`config.mk`:
```
export PLATFORM = sky130hd
export DESIGN_NAME = tagged_decimal_field_parser_flat
export DESIGN_NICKNAME = d
export VERILOG_FILES = /design/src/hdl/tdfp_pkg.sv /design/src/hdl/tdfp_rx_if.sv /design/src/hdl/tdfp_field_if.sv /design/src/hdl/tdfp_store.sv /design/src/hdl/tdfp_scan.sv /design/src/hdl/tdfp_apb.sv /design/src/hdl/tagged_decimal_field_parser.sv /design/src/flat_wrapper.sv
export VERILOG_INCLUDE_DIRS = /design/src /design/src/hdl
export SDC_FILE = /design/constraint.sdc
export NUM_CORES = 1
export LEC_CHECK = 0
export BUFFER_PORTS_ARGS = -buffer_cell sky130_fd_sc_hd__buf_2
export CAP_MARGIN = 15
export CORE_MARGIN = 2
export CORE_UTILIZATION = 29
export CTS_CLUSTER_DIAMETER = 60
export CTS_CLUSTER_SIZE = 10
export DETAILED_ROUTE_END_ITERATION = 10
export PLACE_DENSITY = 0.44
export SYNTH_ARGS = -nofsm -noshare
export SYNTH_HDL_FRONTEND = slang
export SYNTH_HIERARCHICAL = 1
export SYNTH_SLANG_ARGS = --single-unit
export TNS_END_PERCENT = 100
```
`constraint.sdc`:
```
create_clock -name clk -period 6.1 [get_ports clk]
set_input_delay 0 -clock clk [delete_from_list [all_inputs] [get_ports clk]]
set_output_delay 0 -clock clk [all_outputs]
set_load 0.01 [all_outputs]
```
`src/hdl/assert_macros.svh`:
```
// ----------------------------------------------------------------------------
// assertion macros
// shared concurrent assertion forms, reset disables the check
// ----------------------------------------------------------------------------
`ifndef ASSERT_MACROS_SVH
`define ASSERT_MACROS_SVH

// same-cycle implication
`define ASSERT_IMPL(label, clk_s, rst_s, ante, cons, msg) \
    label: assert property (@(posedge clk_s) disable iff (!rst_s) (ante) |-> (cons)) \
        else $error(msg);

// next-cycle implication
`define ASSERT_NEXT(label, clk_s, rst_s, ante, cons, msg) \
    label: assert property (@(posedge clk_s) disable iff (!rst_s) (ante) |=> (cons)) \
        else $error(msg);

`endif

```
`src/hdl/tdfp_pkg.sv`:
```
// ----------------------------------------------------------------------------
// tdfp_pkg
// shared types, codes and constants of the tagged decimal field parser
// ----------------------------------------------------------------------------
package tdfp_pkg;

    localparam int BUFFER_DEPTH_DEF = 8;
    localparam int CHAR_W           = 8;
    localparam int TEXT_CHARS       = 7;
    localparam int TEXT_W           = TEXT_CHARS * CHAR_W;
    localparam int TAG_W            = 2;
    localparam int VAL_W            = 25;
    localparam int MAG_W            = 25;
    localparam int LIMIT_W          = 24;

    localparam logic [LIMIT_W-1:0] LIMIT_RESET = 24'd50;
    localparam logic [MAG_W-1:0]   MAG_CAP     = 25'h1000000;

    // result tags
    localparam logic [TAG_W-1:0] TAG_VEL  = 2'd0;
    localparam logic [TAG_W-1:0] TAG_RPM  = 2'd1;
    localparam logic [TAG_W-1:0] TAG_GEAR = 2'd2;
    localparam logic [TAG_W-1:0] TAG_OVF  = 2'd3;

    // characters
    localparam logic [CHAR_W-1:0] CH_V     = 8'h56;
    localparam logic [CHAR_W-1:0] CH_S     = 8'h53;
    localparam logic [CHAR_W-1:0] CH_E     = 8'h45;
    localparam logic [CHAR_W-1:0] CH_PLUS  = 8'h2B;
    localparam logic [CHAR_W-1:0] CH_MINUS = 8'h2D;
    localparam logic [CHAR_W-1:0] CH_ZERO  = 8'h30;
    localparam logic [CHAR_W-1:0] CH_NINE  = 8'h39;
    localparam logic [CHAR_W-1:0] CH_SPACE = 8'h20;
    localparam logic [CHAR_W-1:0] CH_TAB   = 8'h09;
    localparam logic [CHAR_W-1:0] CH_CR    = 8'h0D;

    // register file
    localparam int APB_ADDR_W  = 3;
    localparam int APB_DATA_W  = 32;
    localparam int REG_IDX_BIT = 2;
    localparam logic REG_VELOCITY_LIMIT = 1'b0;

    typedef struct packed {
        logic wr;
        logic shift;
        logic clear;
    } store_ctrl_t;

    typedef struct packed {
        logic start;
        logic step;
    } scan_ctrl_t;

    typedef struct packed {
        logic             neg;
        logic [MAG_W-1:0] mag;
    } scan_res_t;

endpackage

```
`src/hdl/tdfp_rx_if.sv`:
```
// ----------------------------------------------------------------------------
// tdfp_rx_if
// received byte channel, valid/ready handshake
// ----------------------------------------------------------------------------
interface tdfp_rx_if
    import tdfp_pkg::*;
();
    logic              valid;
    logic              ready;
    logic [CHAR_W-1:0] rx_byte;

    modport source (output valid, output rx_byte, input ready);
    modport sink   (input valid, input rx_byte, output ready);
endinterface

```
`src/hdl/tdfp_field_if.sv`:
```
// ----------------------------------------------------------------------------
// tdfp_field_if
// parsed field channel, valid/ready handshake
// ----------------------------------------------------------------------------
interface tdfp_field_if
    import tdfp_pkg::*;
();
    logic                    valid;
    logic                    ready;
    logic [TAG_W-1:0]        field_tag;
    logic [TEXT_W-1:0]       field_text;
    logic signed [VAL_W-1:0] parsed_value;
    logic signed [VAL_W-1:0] limited_value;

    modport source (output valid, output field_tag, output field_text,
                    output parsed_value, output limited_value, input ready);
    modport sink   (input valid, input field_tag, input field_text,
                    input parsed_value, input limited_value, output ready);
endinterface

```
`src/hdl/tdfp_store.sv`:
```
// ----------------------------------------------------------------------------
// tdfp_store
// character shift store: appends bytes, drains one character a cycle
// ----------------------------------------------------------------------------
module tdfp_store
    import tdfp_pkg::*;
#(
    parameter int BUFFER_DEPTH = BUFFER_DEPTH_DEF
)
(
    input  logic              clk,
    input  logic              rst_n,
    input  store_ctrl_t       ctrl,
    input  logic [CHAR_W-1:0] wr_byte,
    output logic              full,
    output logic [CHAR_W-1:0] head,
    output logic [TEXT_W-1:0] text
);

    localparam int STORE_DEPTH = BUFFER_DEPTH - 1;
    localparam int CNT_W       = $clog2(BUFFER_DEPTH);
    localparam int SHOWN       = (STORE_DEPTH < TEXT_CHARS) ? STORE_DEPTH : TEXT_CHARS;

    logic [CHAR_W-1:0] char_reg  [STORE_DEPTH];
    logic [CHAR_W-1:0] char_next [STORE_DEPTH];
    logic [CNT_W-1:0]  cnt_reg;
    logic [CNT_W-1:0]  cnt_next;

    always_comb
    begin
        char_next = char_reg;
        cnt_next  = cnt_reg;
        priority if (ctrl.clear)
        begin
            for (int i = 0; i < STORE_DEPTH; i++)
            begin
                char_next[i] = '0;
            end
            cnt_next = '0;
        end
        else if (ctrl.wr)
        begin
            for (int i = 0; i < STORE_DEPTH; i++)
            begin
                if (cnt_reg == CNT_W'(i))
                begin
                    char_next[i] = wr_byte;
                end
            end
            cnt_next = cnt_reg + 1'b1;
        end
        else if (ctrl.shift)
        begin
            // move toward the head, zeros fill in behind
            for (int i = 0; i < STORE_DEPTH - 1; i++)
            begin
                char_next[i] = char_reg[i+1];
            end
            char_next[STORE_DEPTH-1] = '0;
            cnt_next = '0;
        end
        else
        begin
            cnt_next = cnt_reg;
        end
    end

    always_ff @(posedge clk or negedge rst_n)
    begin
        if (!rst_n)
        begin
            for (int i = 0; i < STORE_DEPTH; i++)
            begin
                char_reg[i] <= '0;
            end
            cnt_reg <= '0;
        end
        else
        begin
            char_reg <= char_next;
            cnt_reg  <= cnt_next;
        end
    end

    assign full = (cnt_reg == CNT_W'(STORE_DEPTH));
    assign head = char_reg[0];

    always_comb
    begin
        text = '0;
        for (int i = 0; i < SHOWN; i++)
        begin
            text[CHAR_W*i +: CHAR_W] = char_reg[i];
        end
    end

endmodule

```
`src/hdl/tdfp_scan.sv`:
```
// ----------------------------------------------------------------------------
// tdfp_scan
// digit-serial decimal accumulator, one character per step
// ----------------------------------------------------------------------------
module tdfp_scan
    import tdfp_pkg::*;
(
    input  logic              clk,
    input  logic              rst_n,
    input  scan_ctrl_t        ctrl,
    input  logic [CHAR_W-1:0] ch,
    output scan_res_t         res
);

    localparam int PROD_W = MAG_W + 4;

    localparam logic [1:0] PH_BLANK = 2'd0;
    localparam logic [1:0] PH_DIGIT = 2'd1;
    localparam logic [1:0] PH_STOP  = 2'd2;

    logic [1:0]       phase_reg;
    logic [1:0]       phase_next;
    logic [MAG_W-1:0] mag_reg;
    logic [MAG_W-1:0] mag_next;
    logic             neg_reg;
    logic             neg_next;

    logic             is_digit;
    logic             is_blank;
    logic             is_sign;
    logic [3:0]       dval;
    logic [PROD_W-1:0] prod;
    logic [MAG_W-1:0] mag_acc;

    assign is_digit = (ch >= CH_ZERO) && (ch <= CH_NINE);
    assign is_blank = (ch == CH_SPACE) || ((ch >= CH_TAB) && (ch <= CH_CR));
    assign is_sign  = (ch == CH_PLUS) || (ch == CH_MINUS);
    assign dval     = 4'(ch - CH_ZERO);

    // mag * 10 + digit, saturating at the cap
    assign prod    = (PROD_W'(mag_reg) << 3) + (PROD_W'(mag_reg) << 1) + PROD_W'(dval);
    assign mag_acc = (prod > PROD_W'(MAG_CAP)) ? MAG_CAP : prod[MAG_W-1:0];

    always_comb
    begin
        phase_next = phase_reg;
        mag_next   = mag_reg;
        neg_next   = neg_reg;
        if (ctrl.start)
        begin
            phase_next = PH_BLANK;
            mag_next   = '0;
            neg_next   = 1'b0;
        end
        else if (ctrl.step)
        begin
            unique case (phase_reg)
                PH_BLANK:
                begin
                    if (is_blank)
                    begin
                        phase_next = PH_BLANK;
                    end
                    else if (is_sign)
                    begin
                        neg_next   = (ch == CH_MINUS);
                        phase_next = PH_DIGIT;
                    end
                    else if (is_digit)
                    begin
                        mag_next   = mag_acc;
                        phase_next = PH_DIGIT;
                    end
                    else
                    begin
                        phase_next = PH_STOP;
                    end
                end
                PH_DIGIT:
                begin
                    if (is_digit)
                    begin
                        mag_next = mag_acc;
                    end
                    else
                    begin
                        phase_next = PH_STOP;
                    end
                end
                PH_STOP:
                begin
                    phase_next = PH_STOP;
                end
                default:
                begin
                    phase_next = PH_STOP;
                end
            endcase
        end
    end

    always_ff @(posedge clk or negedge rst_n)
    begin
        if (!rst_n)
        begin
            phase_reg <= PH_STOP;
            mag_reg   <= '0;
            neg_reg   <= 1'b0;
        end
        else
        begin
            phase_reg <= phase_next;
            mag_reg   <= mag_next;
            neg_reg   <= neg_next;
        end
    end

    assign res.neg = neg_reg;
    assign res.mag = mag_reg;

endmodule

```
`src/hdl/tdfp_apb.sv`:
```
// ----------------------------------------------------------------------------
// tdfp_apb
// register port holding the velocity limit
// ----------------------------------------------------------------------------
module tdfp_apb
    import tdfp_pkg::*;
(
    input  logic                  clk,
    input  logic                  rst_n,
    input  logic                  psel,
    input  logic                  penable,
    input  logic                  pwrite,
    input  logic [APB_ADDR_W-1:0] paddr,
    input  logic [APB_DATA_W-1:0] pwdata,
    output logic [APB_DATA_W-1:0] prdata,
    output logic                  pready,
    output logic [LIMIT_W-1:0]    velocity_limit
);

    logic [LIMIT_W-1:0] limit_reg;
    logic [LIMIT_W-1:0] limit_next;
    logic               hit;

    assign pready = 1'b1;
    assign hit    = (paddr[REG_IDX_BIT] == REG_VELOCITY_LIMIT);

    always_comb
    begin
        limit_next = limit_reg;
        if (psel && penable && pwrite && pready && hit)
        begin
            limit_next = pwdata[LIMIT_W-1:0];
        end
    end

    always_ff @(posedge clk or negedge rst_n)
    begin
        if (!rst_n)
        begin
            limit_reg <= LIMIT_RESET;
        end
        else
        begin
            limit_reg <= limit_next;
        end
    end

    assign prdata         = hit ? APB_DATA_W'(limit_reg) : '0;
    assign velocity_limit = limit_reg;

endmodule

```
`src/hdl/tagged_decimal_field_parser.sv`:
```
// ----------------------------------------------------------------------------
// tagged_decimal_field_parser
// collects received bytes into a short text store and, on a terminator,
// emits the tagged field with its decimal value for velocity fields
// ----------------------------------------------------------------------------
//
//  channel  dir  handshake          payload
//  rx       in   valid / ready      rx_byte
//  field    out  valid / ready      field_tag, field_text, parsed_value,
//                                   limited_value
//  apb      in   psel/penable/...   velocity_limit where paddr[2] is 0
//
//  an ordinary byte is written into the store; a byte that finds the store
//  full is dropped, the store is emptied and an overflow item goes out
//  a terminator snapshots the text, then the store drains one character a
//  cycle through the decimal accumulator, then sign and limit are applied
//  and the item moves into the output register
//  reset empties the store and sets the velocity limit to 50
//  a held output item stalls the block only when the next item is ready
//  to go out; ordinary bytes keep being taken meanwhile
// ----------------------------------------------------------------------------
`include "assert_macros.svh"

module tagged_decimal_field_parser
    import tdfp_pkg::*;
#(
    parameter int BUFFER_DEPTH = BUFFER_DEPTH_DEF
)
(
    input  logic                  clk,
    input  logic                  rst_n,
    tdfp_rx_if.sink               rx,
    tdfp_field_if.source          field,
    input  logic                  psel,
    input  logic                  penable,
    input  logic                  pwrite,
    input  logic [APB_ADDR_W-1:0] paddr,
    input  logic [APB_DATA_W-1:0] pwdata,
    output logic [APB_DATA_W-1:0] prdata,
    output logic                  pready
);

    localparam int STORE_DEPTH = BUFFER_DEPTH - 1;
    localparam int CNT_W       = $clog2(BUFFER_DEPTH);
    localparam logic [CNT_W-1:0] WALK_LAST = CNT_W'(STORE_DEPTH - 1);

    // sequencer states
    localparam logic [1:0] ST_IDLE  = 2'd0;
    localparam logic [1:0] ST_WALK  = 2'd1;
    localparam logic [1:0] ST_LIMIT = 2'd2;
    localparam logic [1:0] ST_HOLD  = 2'd3;

    logic [1:0]              state_reg, state_next;
    logic [CNT_W-1:0]        walk_reg, walk_next;

    // result being built
    logic [TAG_W-1:0]        pend_tag_reg, pend_tag_next;
    logic [TEXT_W-1:0]       pend_text_reg, pend_text_next;
    logic [VAL_W-1:0]        pend_parsed_reg, pend_parsed_next;
    logic [VAL_W-1:0]        pend_limited_reg, pend_limited_next;

    // output register
    logic                    out_valid_reg, out_valid_next;
    logic [TAG_W-1:0]        out_tag_reg, out_tag_next;
    logic [TEXT_W-1:0]       out_text_reg, out_text_next;
    logic [VAL_W-1:0]        out_parsed_reg, out_parsed_next;
    logic [VAL_W-1:0]        out_limited_reg, out_limited_next;

    store_ctrl_t             st_ctrl;
    scan_ctrl_t              sc_ctrl;
    scan_res_t               sc_res;
    logic                    store_full;
    logic [CHAR_W-1:0]       store_head;
    logic [TEXT_W-1:0]       store_text;
    logic [LIMIT_W-1:0]      velocity_limit;

    logic                    accept;
    logic                    is_term;
    logic [TAG_W-1:0]        term_tag;
    logic [VAL_W-1:0]        signed_val;
    logic [VAL_W-1:0]        limit_ext;

    tdfp_apb u_apb
    (
        .clk            (clk),
        .rst_n          (rst_n),
        .psel           (psel),
        .penable        (penable),
        .pwrite         (pwrite),
        .paddr          (paddr),
        .pwdata         (pwdata),
        .prdata         (prdata),
        .pready         (pready),
        .velocity_limit (velocity_limit)
    );

    tdfp_store #(
        .BUFFER_DEPTH (BUFFER_DEPTH)
    ) u_store
    (
        .clk     (clk),
        .rst_n   (rst_n),
        .ctrl    (st_ctrl),
        .wr_byte (rx.rx_byte),
        .full    (store_full),
        .head    (store_head),
        .text    (store_text)
    );

    tdfp_scan u_scan
    (
        .clk   (clk),
        .rst_n (rst_n),
        .ctrl  (sc_ctrl),
        .ch    (store_head),
        .res   (sc_res)
    );

    assign rx.ready = (state_reg == ST_IDLE);
    assign accept   = rx.valid && rx.ready;

    assign is_term  = (rx.rx_byte == CH_V) || (rx.rx_byte == CH_S) || (rx.rx_byte == CH_E);
    assign term_tag = (rx.rx_byte == CH_V) ? TAG_VEL :
                      (rx.rx_byte == CH_S) ? TAG_RPM : TAG_GEAR;

    // sign applied to the magnitude; the cap compares magnitudes so that
    // a saturated positive value still reads as positive
    assign signed_val = sc_res.neg ? VAL_W'(~sc_res.mag + 1'b1) : sc_res.mag;
    assign limit_ext  = VAL_W'(velocity_limit);

    always_comb
    begin
        state_next        = state_reg;
        walk_next         = walk_reg;
        pend_tag_next     = pend_tag_reg;
        pend_text_next    = pend_text_reg;
        pend_parsed_next  = pend_parsed_reg;
        pend_limited_next = pend_limited_reg;
        out_valid_next    = out_valid_reg;
        out_tag_next      = out_tag_reg;
        out_text_next     = out_text_reg;
        out_parsed_next   = out_parsed_reg;
        out_limited_next  = out_limited_reg;
        st_ctrl           = '0;
        sc_ctrl           = '0;

        if (field.valid && field.ready)
        begin
            out_valid_next = 1'b0;
        end

        unique case (state_reg)
            ST_IDLE:
            begin
                if (accept)
                begin
                    if (is_term)
                    begin
                        // snapshot text now, the walk drains the store
                        pend_tag_next  = term_tag;
                        pend_text_next = store_text;
                        sc_ctrl.start  = 1'b1;
                        walk_next      = '0;
                        state_next     = ST_WALK;
                    end
                    else if (!store_full)
                    begin
                        st_ctrl.wr = 1'b1;
                    end
                    else
                    begin
                        // overflow: drop the byte, empty the store
                        st_ctrl.clear     = 1'b1;
                        pend_tag_next     = TAG_OVF;
                        pend_text_next    = '0;
                        pend_parsed_next  = '0;
                        pend_limited_next = '0;
                        state_next        = ST_HOLD;
                    end
                end
            end
            ST_WALK:
            begin
                st_ctrl.shift = 1'b1;
                sc_ctrl.step  = 1'b1;
                walk_next     = walk_reg + 1'b1;
                if (walk_reg == WALK_LAST)
                begin
                    state_next = ST_LIMIT;
                end
            end
            ST_LIMIT:
            begin
                if (pend_tag_reg == TAG_VEL)
                begin
                    pend_parsed_next  = signed_val;
                    pend_limited_next = (!sc_res.neg && (sc_res.mag > limit_ext)) ?
                                        limit_ext : signed_val;
                end
                else
                begin
                    pend_parsed_next  = '0;
                    pend_limited_next = '0;
                end
                state_next = ST_HOLD;
            end
            ST_HOLD:
            begin
                if (!out_valid_reg || field.ready)
                begin
                    out_valid_next   = 1'b1;
                    out_tag_next     = pend_tag_reg;
                    out_text_next    = pend_text_reg;
                    out_parsed_next  = pend_parsed_reg;
                    out_limited_next = pend_limited_reg;
                    state_next       = ST_IDLE;
                end
            end
            default:
            begin
                state_next = ST_IDLE;
            end
        endcase
    end

    // control state
    always_ff @(posedge clk or negedge rst_n)
    begin
        if (!rst_n)
        begin
            state_reg     <= ST_IDLE;
            walk_reg      <= '0;
            out_valid_reg <= 1'b0;
        end
        else
        begin
            state_reg     <= state_next;
            walk_reg      <= walk_next;
            out_valid_reg <= out_valid_next;
        end
    end

    // payload, no reset
    always_ff @(posedge clk)
    begin
        pend_tag_reg     <= pend_tag_next;
        pend_text_reg    <= pend_text_next;
        pend_parsed_reg  <= pend_parsed_next;
        pend_limited_reg <= pend_limited_next;
        out_tag_reg      <= out_tag_next;
        out_text_reg     <= out_text_next;
        out_parsed_reg   <= out_parsed_next;
        out_limited_reg  <= out_limited_next;
    end

    assign field.valid         = out_valid_reg;
    assign field.field_tag     = out_tag_reg;
    assign field.field_text    = out_text_reg;
    assign field.parsed_value  = out_parsed_reg;
    assign field.limited_value = out_limited_reg;

    // walk ends right after the last stored character
    `ASSERT_NEXT(a_walk_to_limit, clk, rst_n, state_reg == ST_WALK && walk_reg == WALK_LAST, state_reg == ST_LIMIT, "character walk did not end on time")

    // the walk leaves the store empty
    `ASSERT_IMPL(a_store_drained, clk, rst_n, state_reg == ST_LIMIT, !store_full && store_head == '0, "store not empty after walk")

    // overflow items carry nothing
    `ASSERT_IMPL(a_ovf_empty, clk, rst_n, field.valid && field.field_tag == TAG_OVF, field.field_text == '0 && field.parsed_value == '0, "overflow item with payload")

    // only velocity items carry values
    `ASSERT_IMPL(a_values_vel_only, clk, rst_n, field.valid && field.field_tag != TAG_VEL, field.parsed_value == '0 && field.limited_value == '0, "value on non-velocity item")

endmodule
```
`src/flat_wrapper.sv`:
```
// flat-port wrapper written by rule: the top's interface ports become plain ports
module tagged_decimal_field_parser_flat import tdfp_pkg::*;
#(
    parameter int BUFFER_DEPTH = BUFFER_DEPTH_DEF
)
  (clk, rst_n, psel, penable, pwrite, paddr, pwdata, prdata, pready, rx_valid, rx_rx_byte, rx_ready, field_valid, field_field_tag, field_field_text, field_parsed_value, field_limited_value, field_ready);
  tdfp_rx_if rx_i ();
  tdfp_field_if field_i ();
  input  logic clk;
  input  logic rst_n;
  input  logic psel;
  input  logic penable;
  input  logic pwrite;
  input  logic [APB_ADDR_W-1:0] paddr;
  input  logic [APB_DATA_W-1:0] pwdata;
  output logic [APB_DATA_W-1:0] prdata;
  output logic pready;
  input wire logic [$bits(rx_i.valid)-1:0] rx_valid;
  input wire logic [$bits(rx_i.rx_byte)-1:0] rx_rx_byte;
  output wire logic [$bits(rx_i.ready)-1:0] rx_ready;
  output wire logic [$bits(field_i.valid)-1:0] field_valid;
  output wire logic [$bits(field_i.field_tag)-1:0] field_field_tag;
  output wire logic [$bits(field_i.field_text)-1:0] field_field_text;
  output wire logic [$bits(field_i.parsed_value)-1:0] field_parsed_value;
  output wire logic [$bits(field_i.limited_value)-1:0] field_limited_value;
  input wire logic [$bits(field_i.ready)-1:0] field_ready;
  assign rx_i.valid = rx_valid;
  assign rx_i.rx_byte = rx_rx_byte;
  assign rx_ready = rx_i.ready;
  assign field_valid = field_i.valid;
  assign field_field_tag = field_i.field_tag;
  assign field_field_text = field_i.field_text;
  assign field_parsed_value = field_i.parsed_value;
  assign field_limited_value = field_i.limited_value;
  assign field_i.ready = field_ready;
  tagged_decimal_field_parser #(.BUFFER_DEPTH(BUFFER_DEPTH)) u_core (.clk(clk), .rst_n(rst_n), .rx(rx_i), .field(field_i), .psel(psel), .penable(penable), .pwrite(pwrite), .paddr(paddr), .pwdata(pwdata), .prdata(prdata), .pready(pready));
endmodule
```
==> reports/summary.json <==
{
  "floorplan.initialDensity_pct": 29.2,
  "layout.cells.most_common": "edfxtp_1",
  "tritoncts.num_buffers": 45,
  "gr-total-overflow": 0,
  "setup_violations": 0,
  "pwr_density_cell_mw_per_mm2": 384,
  "io_pins": 193,
  "critical-path-top-cell-by-count": "inv_1",
  "cpMaxStageDelayCell": "o2111ai_4",
  "hpwlAfterDp_microns": 29100,
  "cts_max_path_buffers": 3,
  "drive_above_1_share_pct": 24.7,
  "clock_skew_ns": 0.0340,
  "later_pin_clock_latency_in_the_skew_report_ns": 0.58,
  "detail_route.vias_per_cell": 4.58,
  "crit-reg2reg-launch": "u_core/u_scan/mag_reg[2]",
  "worst-r2r-setup-slack_ns": 1.88,
  "placement.io_buffers": 173,
  "yosysWarnings": 6,
  "synth.avg_cell_area_sq_um": 12.6,
  "synth.ff_latch_count": 333,
  "crit_arrival_ns": 4.60,
  "critical_path_required_ns": 6.48,
  "placement_rows": 88,
  "synth_area_leader_cell": "edfxtp_1",
  "grt_max_degree": 70,
  "design.core.area_sq_mm": 0.0576,
  "synth.cell_area_sq_mm": 0.0168,
  "vias": 10700,
  "hold_path_class": "in2async",
  "sequential_element_share_of_the_synthesized_area_pct": 56.0,
  "remaining_drc_errors": 0,
  "place.gp.congestion": 0.803,
  "drt_iter0_markers": 505,
  "max_stage_delay_ns": 0.91,
  "clock_tree_from_tritoncts": "built",
  "die_y_microns": 245,
  "synth_enable_flop_cells": 216,
  "synth_top_flop_cell": "edfxtp_1",
  "synth.top_cells.by_area": "edfxtp_1 (39%), dfrtp_1 (17%), ha_1 (6.4%)",
  "total_leakage_power_uw": 0.00843,
  "maxCapViolations": 0,
  "final_slew_viol_count": 0,
  "timing.rr.end": "u_core/u_scan/mag_reg[15]",
  "final.min_clock_period_ns": 4.22,
  "final_cell_mix": "edfxtp_1 (216), buf_2 (172), dfrtp_1 (113)",
  "first_pass_iters": 5,
  "synth_largest_type_area_fraction_pct": 38.5,
  "clk_transition_reported_paths_ns": 0.06,
  "syn_to_final_growth_pct": 19.3,
  "vdd_drop_max_mv": 0.218,
  "yosys.cell_types.count": 92,
  "postCtsResizedCells": 0,
  "crit_type": "reg2reg",
  "fmax_mhz": 237,
  "finalHoldViolCount": 0,
  "route.final.wire_length_microns": 42000,
  "final_cell_area_sq_mm": 0.0201,
  "dpl_cell_area_sq_mm": 0.0184,
  "worst_pin_slew_ns": 1.13,
  "period_share_pct": 69.3,
  "track_usage_pct": 14.0,
  "final.fill_count": 5662,
  "die_w_microns": 245,
  "rsz0062_at_grt": "no",
  "antenna_found_initial": 0,
  "timing.reg2reg.worst_path_depth": 11,
  "post_synth_inst_count": 1337,
  "cp-end-kind": "flip-flop",
  "synth-async-reset-ratio_pct": 35.1,
  "finalNetCount": 1679,
  "htreeDepth": 2,
  "setup_tns_ns": 0,
  "cts_sinks": 333,
  "clockRootBuffer": "clkbuf_16",
  "outcome": "finished, final reports clean",
  "setup.worst_path.start_class": "flip-flop",
  "via_count_of_the_first_global_routing_pass": 11000,
  "crit_path_cell_trace": "inv_1 -> fa_1 -> inv_1 -> ha_1 -> a211oi_1 -> o21ai_2 -> a31oi_1 -> a21oi_2 -> o2111a_1 -> o2111ai_4 -> o21ai_0",
  "grt_pass1_wl_microns": 65700,
  "slew_headroom_pct": 24.4,
  "avgRoutedWirePerCell_microns": 17.9,
  "antenna_left": 0,
  "crit_path_max_fo": 25,
  "design.die.area_sq_mm": 0.0600
}
## layer usage
metal	GRT usage [%]	part of all wire, %	vias to the layer above
li1	-	-	5245
met3	2.27	3.6	47
met4	3.62	1.9	0
met5	0	0	-
met1	20.7	50	5257
met2	21.3	44	182
## cell type report
cell class	instances	area [sq um]	area share [%]
Sequential cell	333	9420	46.9
Multi-Input combinational cell	881	6800	33.8
Timing Repair Buffer	219	1300	6.48
Clock buffer	68	1230	6.14
Tap cell	765	957	4.77
Inverter	61	229	1.14
Clock inverter	15	145	0.723
Antenna cell	1	2.50	0.0125
## cells by family (layout without fill, tap and decap cells)
family	after synthesis	after routing	share of synthesized area (%)
and+or+nand+nor	404	404	13.1
DFF	333	333	56.0
AOI/OAI and AO/OA	238	238	10.8
buffers and inverters	130	363	3.99
muxes	106	106	7.55
adders and majority gates	88	88	6.63
xor gates and xnor gates	36	36	1.87
other	2	10	0.0446
## cells in the mapped netlist, drive strengths merged, types with 4 or more instances
cell	n
nand2	93
ha	86
nand3	9
xnor2	9
mux2	95
or4	4
o211ai	8
xor2	27
nand4	17
a21oi	89
nand2b	55
nor2	85
inv	61
mux2i	11
and3	4
dfrtp	113
o31ai	34
nor3b	5
edfxtp	216
buf	44
o311ai	4
nor2b	32
or3	7
nand4b	4
o21ai	36
and2	60
clkbuf	25
a21o	11
dfstp	4
o41ai	7
a211o	4
a211oi	10
nor3	12
## worst max path at each step
stage,startpoint,endpoint,slack (ns)
after floorplan,rx_rx_byte[7],u_core/pend_tag_reg[0],1.98
after global placement,u_core/u_scan/mag_reg[2],u_core/u_scan/mag_reg[24],1.98
after detailed placement,u_core/u_scan/mag_reg[2],u_core/u_scan/mag_reg[15],1.91
after CTS,u_core/u_scan/mag_reg[2],u_core/u_scan/mag_reg[15],1.85
after global routing,u_core/u_store/head[3],u_core/u_scan/mag_reg[15],1.64
final,u_core/u_scan/mag_reg[2],u_core/u_scan/mag_reg[15],1.88
## through the flow
| stage | hold slack (ns) | setup WS, ns | utilization, % | instances | power, uW |
|---|---|---|---|---|---|
| floorplan | -0.296 | 1.98 | - | 1344 | 4680 |
| global placement | 0.149 | 1.98 | 31.9 | 2224 | 5320 |
| detailed placement | 0.151 | 1.91 | 31.9 | 2224 | 5360 |
| CTS | 0.116 | 1.85 | 34.9 | 2342 | 7860 |
| global route | 0.152 | 1.64 | 34.9 | 2342 | 8160 |
| finish | 0.0456 | 1.88 | 34.9 | 2343 | 7720 |
## where the power goes
part           switching [uW]  internal, uW  total (uW)
logic                    1070           761        1830
clock network            1000          1410        2420
registers                 333          3130        3470
total                    2410          5310        7720
## worst max-delay path: cells and delay by family, from the launching register on
family,cells,cell delay (ns)
compound gates,7,2.47
fa+ha+maj,2,0.84
flops,1,0.55
buf+inv,2,0.16
## what timing repair did
action | CTS | global route
hold endpoints to repair | 96 | 0
hold buffers | 35 | 0
setup buffers | 0 | 0
No activity file was read; power rests on OpenSTA's default activity.
